===== src/rtl/jtq_pkg.sv =====
// jtq_pkg: shared types, codes and helpers of the job table queue
// used by job_table_queue and by the bench; no dependencies
package jtq_pkg;

  localparam int JTQ_DEPTH = 16;

  localparam logic [2:0] CMD_ADD     = 3'd0;
  localparam logic [2:0] CMD_REMOVE  = 3'd1;
  localparam logic [2:0] CMD_MODIFY  = 3'd2;
  localparam logic [2:0] CMD_CHANGE  = 3'd3;
  localparam logic [2:0] CMD_PROMOTE = 3'd4;
  localparam logic [2:0] CMD_REORDER = 3'd5;
  localparam logic [2:0] CMD_DUMP_Q  = 3'd6;
  localparam logic [2:0] CMD_DUMP_ID = 3'd7;

  localparam logic [2:0] ST_OK       = 3'd0;
  localparam logic [2:0] ST_DUP      = 3'd1;
  localparam logic [2:0] ST_FULL     = 3'd2;
  localparam logic [2:0] ST_EMPTY    = 3'd3;
  localparam logic [2:0] ST_NOTFOUND = 3'd4;
  localparam logic [2:0] ST_INVALID  = 3'd5;

  localparam logic [2:0] SEL_ID   = 3'd1;
  localparam logic [2:0] SEL_PRIO = 3'd2;
  localparam logic [2:0] SEL_TYPE = 3'd3;
  localparam logic [2:0] SEL_CPU  = 3'd4;
  localparam logic [2:0] SEL_MEM  = 3'd5;

  localparam logic [2:0] FLD_PRIO = 3'd1;
  localparam logic [2:0] FLD_TYPE = 3'd2;
  localparam logic [2:0] FLD_CPU  = 3'd3;
  localparam logic [2:0] FLD_MEM  = 3'd4;

  typedef struct packed {
    logic [31:0] memory;
    logic [31:0] cpu;
    logic [7:0]  jtype;
    logic [7:0]  prio;
    logic [15:0] id;
  } rec_t;

  typedef struct packed {
    logic [1:0]        pad;
    logic [2:0]        sort_key;
    logic signed [7:0] positions;
    logic [31:0]       set_value;
    logic [2:0]        field_select;
    logic [31:0]       memory_used;
    logic [31:0]       cpu_req;
    logic [7:0]        jtype_req;
    logic [7:0]        priority_req;
    logic [15:0]       job_id;
  } req_t;

  typedef struct packed {
    logic [4:0]  occupancy;
    logic [31:0] out_memory;
    logic [31:0] out_cpu;
    logic [7:0]  out_jtype;
    logic [7:0]  out_priority;
    logic [15:0] out_job_id;
    logic [2:0]  status;
  } res_t;

  function automatic logic [31:0] key_of(input logic [2:0] key, input rec_t r);
    logic [31:0] k;
    case (key)
      SEL_ID:   k = {16'd0, r.id};
      SEL_PRIO: k = {24'd0, r.prio};
      SEL_TYPE: k = {24'd0, r.jtype};
      SEL_CPU:  k = r.cpu;
      default:  k = r.memory;
    endcase
    return k;
  endfunction

endpackage


===== src/rtl/jtq_ram.sv =====
// jtq_ram: generic single write, single read ram with registered read
// no dependencies
module jtq_ram #(
  parameter int WIDTH = 8,
  parameter int DEPTH = 16
) (
  input  logic                     clk,
  input  logic                     we,
  input  logic [$clog2(DEPTH)-1:0] waddr,
  input  logic [WIDTH-1:0]         wdata,
  input  logic                     re,
  input  logic [$clog2(DEPTH)-1:0] raddr,
  output logic [WIDTH-1:0]         rdata
);
  logic [WIDTH-1:0] mem [DEPTH];

  always_ff @(posedge clk) begin
    if (we) begin
      mem[waddr] <= wdata;
    end
    if (re) begin
      rdata <= mem[raddr];
    end
  end
endmodule


===== src/rtl/job_table_queue.sv =====
// job_table_queue: ordered job table in one record ram, driven by a command sequencer
// depends on jtq_pkg and jtq_ram
//
//  channel  dir  handshake          payload
//  s_       in   s_tvalid/s_tready  s_tuser command, s_tdata operands
//  m_       out  m_tvalid/m_tready  m_tdata result, m_tuser has_job, m_tlast
//
// each ram read is registered: a read state issues it and a check state uses the data
// add, modify, change, promote: id scan over the occupied slots, promote then shifts slot by slot
// remove shifts the table down, reorder is a bubble sort, dump id order is a repeated minimum search
// synchronous active-high reset empties the table at once, no clearing pass
// a held result stalls the sequencer only when the next result is ready
module job_table_queue #(
  parameter int QUEUE_DEPTH = jtq_pkg::JTQ_DEPTH
) (
  input  logic         clk,
  input  logic         rst,
  input  logic         s_tvalid,
  output logic         s_tready,
  input  logic [2:0]   s_tuser,   // command
  input  logic [143:0] s_tdata,   // job_id, priority_req, jtype_req, cpu_req, memory_used,
                                  // field_select, set_value, positions, sort_key
  output logic         m_tvalid,
  input  logic         m_tready,
  output logic [0:0]   m_tuser,   // has_job
  output logic [103:0] m_tdata,   // status, out_job_id, out_priority, out_jtype,
                                  // out_cpu, out_memory, occupancy
  output logic         m_tlast
);
  import jtq_pkg::*;

  localparam int AW = (QUEUE_DEPTH > 1) ? $clog2(QUEUE_DEPTH) : 1;
  localparam int CW = $clog2(QUEUE_DEPTH + 1);
  localparam int DW = ((AW > 8) ? AW : 8) + 2;

  typedef enum logic [16:0] {
    S_IDLE     = 17'd1 << 0,
    S_FIND_RD  = 17'd1 << 1,
    S_FIND_CK  = 17'd1 << 2,
    S_RESOLVE  = 17'd1 << 3,
    S_SHIFT_RD = 17'd1 << 4,
    S_SHIFT_WR = 17'd1 << 5,
    S_REM_RD   = 17'd1 << 6,
    S_REM_CK   = 17'd1 << 7,
    S_SORT_LD  = 17'd1 << 8,
    S_SORT_FST = 17'd1 << 9,
    S_SORT_RD  = 17'd1 << 10,
    S_SORT_CK  = 17'd1 << 11,
    S_DUMP_RD  = 17'd1 << 12,
    S_DUMP_EM  = 17'd1 << 13,
    S_MIN_RD   = 17'd1 << 14,
    S_MIN_CK   = 17'd1 << 15,
    S_EMIT     = 17'd1 << 16
  } state_t;

  state_t        state;
  req_t          in_req, req;
  logic [2:0]    command;
  logic [CW-1:0] cnt, idx, emitted;
  logic [AW-1:0] slot, k, tgt, lim, j;
  logic          found, dir_up, best_ok, have_prev;
  rec_t          rec, best, rdata, wdata, in_rec, mod_rec, chg_rec, ld_rec;
  logic [15:0]   prev_id;
  logic [2:0]    res_status, ld_status;
  logic          res_has, ld, ld_has, ld_last;
  logic          ram_we, ram_re;
  logic [AW-1:0] waddr, raddr;
  logic          out_free, gt, fsel_ok, cand;
  logic [CW-1:0] cnt_m1;
  logic signed [DW-1:0] dst, cmax;
  logic [AW-1:0] dst_c;
  res_t          out_res;

  assign in_req   = s_tdata;
  assign s_tready = (state == S_IDLE);
  assign out_free = !m_tvalid || m_tready;
  assign cnt_m1   = cnt - CW'(1);

  assign in_rec  = '{memory: req.memory_used, cpu: req.cpu_req, jtype: req.jtype_req,
                     prio: req.priority_req, id: req.job_id};
  assign mod_rec = in_rec;
  assign fsel_ok = (req.field_select == FLD_PRIO) || (req.field_select == FLD_TYPE) ||
                   (req.field_select == FLD_CPU) || (req.field_select == FLD_MEM);
  assign gt   = key_of(req.sort_key, rec) > key_of(req.sort_key, rdata);
  assign cand = (!have_prev || (rdata.id > prev_id)) && (!best_ok || (rdata.id < best.id));

  always_comb begin
    chg_rec = rec;
    case (req.field_select)
      FLD_PRIO: chg_rec.prio   = req.set_value[7:0];
      FLD_TYPE: chg_rec.jtype  = req.set_value[7:0];
      FLD_CPU:  chg_rec.cpu    = req.set_value;
      FLD_MEM:  chg_rec.memory = req.set_value;
      default:  chg_rec = rec;
    endcase
  end

  // promote target, clamped to the occupied range
  always_comb begin
    dst   = $signed({{(DW-AW){1'b0}}, slot}) - $signed({{(DW-8){req.positions[7]}},
                                                       req.positions});
    cmax  = $signed({{(DW-CW){1'b0}}, cnt}) - $signed(DW'(1));
    dst_c = dst[AW-1:0];
    if (dst < 0) begin
      dst_c = '0;
    end else if (dst > cmax) begin
      dst_c = cmax[AW-1:0];
    end
  end

  jtq_ram #(.WIDTH($bits(rec_t)), .DEPTH(QUEUE_DEPTH)) u_ram (
    .clk  (clk),
    .we   (ram_we),
    .waddr(waddr),
    .wdata(wdata),
    .re   (ram_re),
    .raddr(raddr),
    .rdata(rdata)
  );

  always_comb begin
    ram_we    = 1'b0;
    ram_re    = 1'b0;
    waddr     = '0;
    raddr     = '0;
    wdata     = rec;
    ld        = 1'b0;
    ld_status = ST_OK;
    ld_has    = 1'b0;
    ld_rec    = rec;
    ld_last   = 1'b1;
    unique case (state)
      S_FIND_RD: begin
        if (idx != cnt) begin
          ram_re = 1'b1;
          raddr  = idx[AW-1:0];
        end
      end
      S_RESOLVE: begin
        unique case (command)
          CMD_ADD: begin
            if (!found && cnt != CW'(QUEUE_DEPTH)) begin
              ram_we = 1'b1;
              waddr  = cnt[AW-1:0];
              wdata  = in_rec;
            end
          end
          CMD_MODIFY: begin
            ram_we = found;
            waddr  = slot;
            wdata  = mod_rec;
          end
          CMD_CHANGE: begin
            ram_we = found && fsel_ok;
            waddr  = slot;
            wdata  = chg_rec;
          end
          default: ram_we = 1'b0;
        endcase
      end
      S_SHIFT_RD: begin
        if (k == tgt) begin
          ram_we = 1'b1;
          waddr  = k;
        end else begin
          ram_re = 1'b1;
          raddr  = dir_up ? k + AW'(1) : k - AW'(1);
        end
      end
      S_SHIFT_WR: begin
        ram_we = 1'b1;
        waddr  = k;
        wdata  = rdata;
      end
      S_REM_RD, S_SORT_LD: begin
        ram_re = 1'b1;
      end
      S_SORT_RD: begin
        if (j == lim) begin
          ram_we = 1'b1;
          waddr  = lim;
        end else begin
          ram_re = 1'b1;
          raddr  = j + AW'(1);
        end
      end
      S_SORT_CK: begin
        ram_we = 1'b1;
        waddr  = j;
        wdata  = gt ? rdata : rec;
      end
      S_DUMP_RD: begin
        ram_re = 1'b1;
        raddr  = idx[AW-1:0];
      end
      S_DUMP_EM: begin
        ld      = out_free;
        ld_has  = 1'b1;
        ld_rec  = rdata;
        ld_last = (idx == cnt_m1);
      end
      S_MIN_RD: begin
        if (idx != cnt) begin
          ram_re = 1'b1;
          raddr  = idx[AW-1:0];
        end else begin
          ld      = out_free;
          ld_has  = 1'b1;
          ld_rec  = best;
          ld_last = (emitted == cnt_m1);
        end
      end
      S_EMIT: begin
        ld        = out_free;
        ld_status = res_status;
        ld_has    = res_has;
      end
      default: ld = 1'b0;
    endcase
  end

  always_ff @(posedge clk) begin
    if (rst) begin
      state <= S_IDLE;
      cnt   <= '0;
    end else begin
      unique case (state)
        S_IDLE: begin
          if (s_tvalid) begin
            req        <= in_req;
            command    <= s_tuser;
            found      <= 1'b0;
            idx        <= '0;
            emitted    <= '0;
            have_prev  <= 1'b0;
            best_ok    <= 1'b0;
            res_status <= ST_OK;
            res_has    <= 1'b0;
            unique case (s_tuser)
              CMD_ADD, CMD_MODIFY, CMD_CHANGE, CMD_PROMOTE: state <= S_FIND_RD;
              CMD_REMOVE: begin
                if (cnt == '0) begin
                  res_status <= ST_EMPTY;
                  state      <= S_EMIT;
                end else begin
                  state <= S_REM_RD;
                end
              end
              CMD_REORDER: begin
                lim <= cnt_m1[AW-1:0];
                if (cnt < CW'(2)) begin
                  state <= S_EMIT;
                end else if (in_req.sort_key == 3'd0 || in_req.sort_key > SEL_MEM) begin
                  res_status <= ST_INVALID;
                  state      <= S_EMIT;
                end else begin
                  state <= S_SORT_LD;
                end
              end
              default: begin
                if (cnt == '0) begin
                  res_status <= ST_EMPTY;
                  state      <= S_EMIT;
                end else if (s_tuser == CMD_DUMP_Q) begin
                  state <= S_DUMP_RD;
                end else begin
                  state <= S_MIN_RD;
                end
              end
            endcase
          end
        end
        S_FIND_RD: state <= (idx == cnt) ? S_RESOLVE : S_FIND_CK;
        S_FIND_CK: begin
          if (rdata.id == req.job_id) begin
            found <= 1'b1;
            slot  <= idx[AW-1:0];
            rec   <= rdata;
            state <= S_RESOLVE;
          end else begin
            idx   <= idx + CW'(1);
            state <= S_FIND_RD;
          end
        end
        S_RESOLVE: begin
          state <= S_EMIT;
          if (command != CMD_ADD && !found) begin
            res_status <= ST_NOTFOUND;
          end else begin
            unique case (command)
              CMD_ADD: begin
                if (found) begin
                  res_status <= ST_DUP;
                end else if (cnt == CW'(QUEUE_DEPTH)) begin
                  res_status <= ST_FULL;
                end else begin
                  cnt     <= cnt + CW'(1);
                  rec     <= in_rec;
                  res_has <= 1'b1;
                end
              end
              CMD_MODIFY: begin
                rec     <= mod_rec;
                res_has <= 1'b1;
              end
              CMD_CHANGE: begin
                if (fsel_ok) begin
                  rec     <= chg_rec;
                  res_has <= 1'b1;
                end else begin
                  res_status <= ST_INVALID;
                end
              end
              default: begin
                k       <= slot;
                tgt     <= dst_c;
                dir_up  <= (dst_c > slot);
                res_has <= 1'b1;
                state   <= S_SHIFT_RD;
              end
            endcase
          end
        end
        S_SHIFT_RD: begin
          if (k == tgt) begin
            if (command == CMD_REMOVE) begin
              cnt <= cnt_m1;
            end
            state <= S_EMIT;
          end else begin
            state <= S_SHIFT_WR;
          end
        end
        S_SHIFT_WR: begin
          k     <= dir_up ? k + AW'(1) : k - AW'(1);
          state <= S_SHIFT_RD;
        end
        S_REM_RD: state <= S_REM_CK;
        S_REM_CK: begin
          rec     <= rdata;
          k       <= '0;
          tgt     <= cnt_m1[AW-1:0];
          dir_up  <= 1'b1;
          res_has <= 1'b1;
          state   <= S_SHIFT_RD;
        end
        S_SORT_LD: state <= S_SORT_FST;
        S_SORT_FST: begin
          rec   <= rdata;
          j     <= '0;
          state <= S_SORT_RD;
        end
        S_SORT_RD: begin
          if (j == lim) begin
            if (lim == AW'(1)) begin
              state <= S_EMIT;
            end else begin
              lim   <= lim - AW'(1);
              state <= S_SORT_LD;
            end
          end else begin
            state <= S_SORT_CK;
          end
        end
        S_SORT_CK: begin
          if (!gt) begin
            rec <= rdata;
          end
          j     <= j + AW'(1);
          state <= S_SORT_RD;
        end
        S_DUMP_RD: state <= S_DUMP_EM;
        S_DUMP_EM: begin
          if (out_free) begin
            idx   <= idx + CW'(1);
            state <= (idx == cnt_m1) ? S_IDLE : S_DUMP_RD;
          end
        end
        S_MIN_RD: begin
          if (idx != cnt) begin
            state <= S_MIN_CK;
          end else if (out_free) begin
            prev_id   <= best.id;
            have_prev <= 1'b1;
            best_ok   <= 1'b0;
            idx       <= '0;
            emitted   <= emitted + CW'(1);
            state     <= (emitted == cnt_m1) ? S_IDLE : S_MIN_RD;
          end
        end
        S_MIN_CK: begin
          if (cand) begin
            best    <= rdata;
            best_ok <= 1'b1;
          end
          idx   <= idx + CW'(1);
          state <= S_MIN_RD;
        end
        S_EMIT: begin
          if (out_free) begin
            state <= S_IDLE;
          end
        end
        default: state <= S_IDLE;
      endcase
    end
  end

  // output register
  always_comb begin
    out_res              = '0;
    out_res.status       = ld_status;
    out_res.occupancy    = cnt[(CW < 5 ? CW : 5)-1:0];
    if (ld_has) begin
      out_res.out_job_id   = ld_rec.id;
      out_res.out_priority = ld_rec.prio;
      out_res.out_jtype    = ld_rec.jtype;
      out_res.out_cpu      = ld_rec.cpu;
      out_res.out_memory   = ld_rec.memory;
    end
  end

  always_ff @(posedge clk) begin
    if (rst) begin
      m_tvalid <= 1'b0;
    end else if (ld) begin
      m_tvalid <= 1'b1;
    end else if (m_tready) begin
      m_tvalid <= 1'b0;
    end
  end

  always_ff @(posedge clk) begin
    if (ld) begin
      m_tdata    <= out_res;
      m_tuser[0] <= ld_has;
      m_tlast    <= ld_last;
    end
  end

  a_cnt_range: assert property (@(posedge clk) disable iff (rst)
    cnt <= CW'(QUEUE_DEPTH)) else $error("occupancy beyond depth");

  a_idle_no_write: assert property (@(posedge clk) disable iff (rst)
    state == S_IDLE |-> !ram_we) else $error("ram write while idle");

  a_accept_busy: assert property (@(posedge clk) disable iff (rst)
    s_tvalid && s_tready |=> state != S_IDLE) else $error("item accepted but idle");

  a_load_free: assert property (@(posedge clk) disable iff (rst)
    ld |-> out_free) else $error("result loaded over held item");

endmodule


===== config.mk =====
export PLATFORM = sky130hd
export DESIGN_NAME = job_table_queue
export DESIGN_NICKNAME = d
export VERILOG_FILES = /design/src/rtl/jtq_pkg.sv /design/src/rtl/jtq_ram.sv /design/src/rtl/job_table_queue.sv
export SDC_FILE = /design/constraint.sdc
export NUM_CORES = 2
export LEC_CHECK = 0
export ABC_AREA = 1
export BUFFER_PORTS_ARGS = -buffer_cell sky130_fd_sc_hd__clkbuf_2
export CAP_MARGIN = 10
export CELL_PAD_IN_SITES_DETAIL_PLACEMENT = 0
export CELL_PAD_IN_SITES_GLOBAL_PLACEMENT = 2
export CORE_MARGIN = 8
export CORE_UTILIZATION = 42
export DETAILED_ROUTE_END_ITERATION = 10
export PLACE_DENSITY_LB_ADDON = 0.1
export SLEW_MARGIN = 20
export SYNTH_ARGS = -nofsm -noshare
export SYNTH_HDL_FRONTEND = slang
export SYNTH_SLANG_ARGS = --single-unit

===== constraint.sdc =====
create_clock -name clk -period 16.29 [get_ports clk]
set_input_delay 3.258 -clock clk [delete_from_list [all_inputs] [get_ports clk]]
set_output_delay 3.258 -clock clk [all_outputs]
set_load 0.02 [all_outputs]

==> run summary <==
Num CTS Buffers: 234
Routed Antenna Nets: 0
Xor/xnor share of the synthesized area: 0.445%
Post-synth top flop: edfxtp_1
Drt first-iter violations: 8,122
Total number of vias: 69,400
Worst setup SP type: register
Final setup fails: 0
Final Max Slew Viols: 0
CTS Sinks: 2,152
Rel. slew slack: 12.9%
Mux contribution to synthesized area: 0.0102%
Crit-path max cell delay: 0.88 ns
Post-synthesis area per instance: 10.9 sq um
Top-count cell post-synth: edfxtp_1
EDFF count, synth: 2,129
Most used cell, CP: nand3_1
Slowest CP cell: nor3_1
GRT Util Overall: 26.2%
Kind of critical path: register to register
FF+latch area: 64,400 sq um
Setup repair bufs after CTS: 0
RSZ-0062 raised after global routing: no
Io pins: 259
Nets: 9,335
Initial antenna violation count: 16
Status: complete, no violations
Crit. End Element: register
Fillers: 21,000
Largest family of logic cells by synthesized area: simple AND/OR/NAND/NOR gates
Fin util: 47.3%
Critical path arrival: 7.01 ns
Crit Path Max Fanout: 56
Final Hold Viols: 0
Synth Area in Adders: 1.17%
Area share of and/or/nand/nor cells after synthesis: 16.4%
Placed cell areas: 102,000 sq um
Synthesized area: 98,300 sq um
Final hold slack: 0.477 ns
Die X: 500 um
TritonCTS clock tree: built
Sum of negative setup slack: 0 ns
Die area: 250,000 sq um
Yosys top cell by area: edfxtp_1
Multi-input logic area: 27,500 sq um
H-tree levels: 4
F_max: 147 MHz
Top cells by area, synth: edfxtp_1 (65%), nand3_1 (7.9%), nand2_1 (6.7%), o21bai_1 (5.9%), inv_1 (4.2%)
Post-Syn Nets: 9,286
Total wire length: 340,000 um
DR vias/cell: 5.59
Initial Utilization: 42.3%
Hold-fix buffers, CTS: 0
Final Cell Area: 110,000 sq um
CTS clock-pin slew for the worst setup and hold paths: 0.07 ns
WL per Instance: 27.4 um
Synth Warn #: 0
Synthesis-to-layout area growth: 11.9%
Worst slew pin tran: 1.31 ns
Peak VDD IR: 0.123 mV
I/O Buffers: 256
Root buf cell: clkbuf_16
Pwr Total: 12.4 mW
Setup Skew: 0.0591 ns
Core ar.: 233,000 sq um
Synthesized instance count: 9,044
P_leak: 46.2 nW
Hold Path Class: register to register
Max_cap viols: 0
Max clock buf depth: 3
Required @ worst endpoint: 16.51 ns
Die height: 500 um
FF+latch count, synth: 2,152
Largest net degree at the start of global routing: 189
DR pass1 iterations: 6
Total global routing overflow: 0
Detailed Place HPWL: 192,000 um
Num rows: 177
Synth top area share: 65.0%
Min Tclk post-route: 6.78 ns
Synth top cells by count: edfxtp_1 (2,129), nand2_1 (1,745), nand3_1 (1,548)
Layout cells sized above 1: 8.58%
Number of distinct library cells after synthesis: 48
Synth async-reset ratio: 0%
Clk Latency, worst-skew pair: 0.89 ns
Fin crit share: 41.6%
First-pass GRT wire length: 481,000 um
Sequential area share after synthesis: 65.5%
CTS-repair resized insts: 0
RePlAce Congestion: 0.900
CP cell instances: nor3_2 -> buf_4 -> a22o_1 -> inv_1 -> ha_1 -> nand2_1 -> nor2_1 -> nand4_1 -> nor3_1 -> nand3_1 -> nand3_1 -> nand2_4 -> buf_4 -> nand2_1 -> nand3_1
Compound-Gate Fraction of Synth Area: 9.58%
PD cells: 112 nW/um^2
DRC violation count after routing: 0
Vias in the first global route: 64,200
## worst paths after layout
kind | startpoint | to | slack [ns] | depth (start not counted)
worst max-delay path | req[139]$_DFFE_PP_ | u_ram.mem[10][52]$_DFFE_PP_ | 9.51 | 15
worst min-delay path | best[7]$_DFFE_PP_ | prev_id[7]$_DFFE_PP_ | 0.48 | 0
worst max register to register | req[139]$_DFFE_PP_ | u_ram.mem[10][52]$_DFFE_PP_ | 9.51 | 15
worst min register to register | best[7]$_DFFE_PP_ | prev_id[7]$_DFFE_PP_ | 0.48 | 0
## kinds of logic (layout without fill, tap and decap cells)
kind of cell / count (synthesis) / in the layout
AO/OA/AOI/OAI: 1363 / 1363
XOR/XNOR: 50 / 50
adder cells (fa/ha/maj): 91 / 91
buffers and inverters: 1673 / 1921
flip-flops: 2152 / 2152
multiplexers: 1 / 1
other: 0 / 5
AND/OR/NAND/NOR: 3714 / 3714
## metal layers
layer | GRT usage, % | routed length, um | vias up | part of all wire, %
met3 | 3.67 | 26700 | 494 | 7.8
met1 | 40.5 | 158000 | 34500 | 46
li1 | - | - | 31500 | -
met4 | 6.71 | 9030 | 2 | 2.7
met2 | 38.8 | 146000 | 2944 | 43
met5 | 0 | 17 | - | 0.0050
## placed cells by master (no fill, tap or decap), types with 10 or more instances in the layout
cell type      n
clkinv_2      41
nor2_4        29
edfxtp_1    2129
nand4_1       29
nor3_1        20
o22ai_1       14
o211ai_1      56
buf_12        14
ha_1          89
dfxtp_1       23
inv_1       1099
o221ai_1      41
clkinv_1      57
buf_4        104
clkbuf_2     256
xnor2_1       23
xor2_1        27
clkbuf_1      36
a221oi_1      14
a21oi_1       79
o21bai_1     769
clkbuf_16    235
clkinv_4      10
bufinv_16     26
clkinvlp_4    17
a31oi_1      103
a22o_1        31
nand3_1     1546
o21ai_0      231
nor2_1       308
nand2_1     1737
## state kept, by name, summed over array words and instances, names as in the netlist, 4 cells and up
name and cells:
u_ram.mem 1536, m_tdata 104, best 96, in_rec 96, u_ram.rdata 96, rec 80, req 46, state 17
chg_rec 16, prev_id 16, cnt 5, emitted 5, idx 5, j 4, k 4, lim 4
slot 4, tgt 4
## worst max-delay path, delay by kind of cell (launching register included)
kind            cells  cell delay [ns]
fa+ha+maj           1             0.32
compound gates      1             0.25
buf+inv             3             1.08
flops               1             0.54
simple gates       10             3.69
## layout make-up
type	count	area share [%]
diodes	5	0.0114
clock inverters	164	1.55
repair buffers	375	2.14
flip-flops and latches	2152	58.5
inverters	1111	3.81
clock buffers	271	5.47
multi-input cells	5219	25.0
well taps	3132	3.56
## power breakdown
part	switching, mW	total (mW)	leakage [nW]	internal (mW)
Sequential	0.110	6.24	19.5	6.13
Clock	2.29	5.35	3.72	3.06
Combinational	0.576	0.790	22.9	0.214
Total	2.98	12.4	46.2	9.40
## metrics by stage
| stage | setup WS [ns] | std cells |
|---|---|---|
| 2_1_floorplan | 1.92 | 9044 |
| 6_report | 9.51 | 12400 |
| 4_1_cts | 9.57 | 12400 |
| 5_1_grt | 9.25 | 12400 |
| 3_5_place_dp | 9.64 | 12000 |
| 3_3_place_gp | 9.63 | 12000 |
Note: power is estimated with default switching activity, not from simulation.
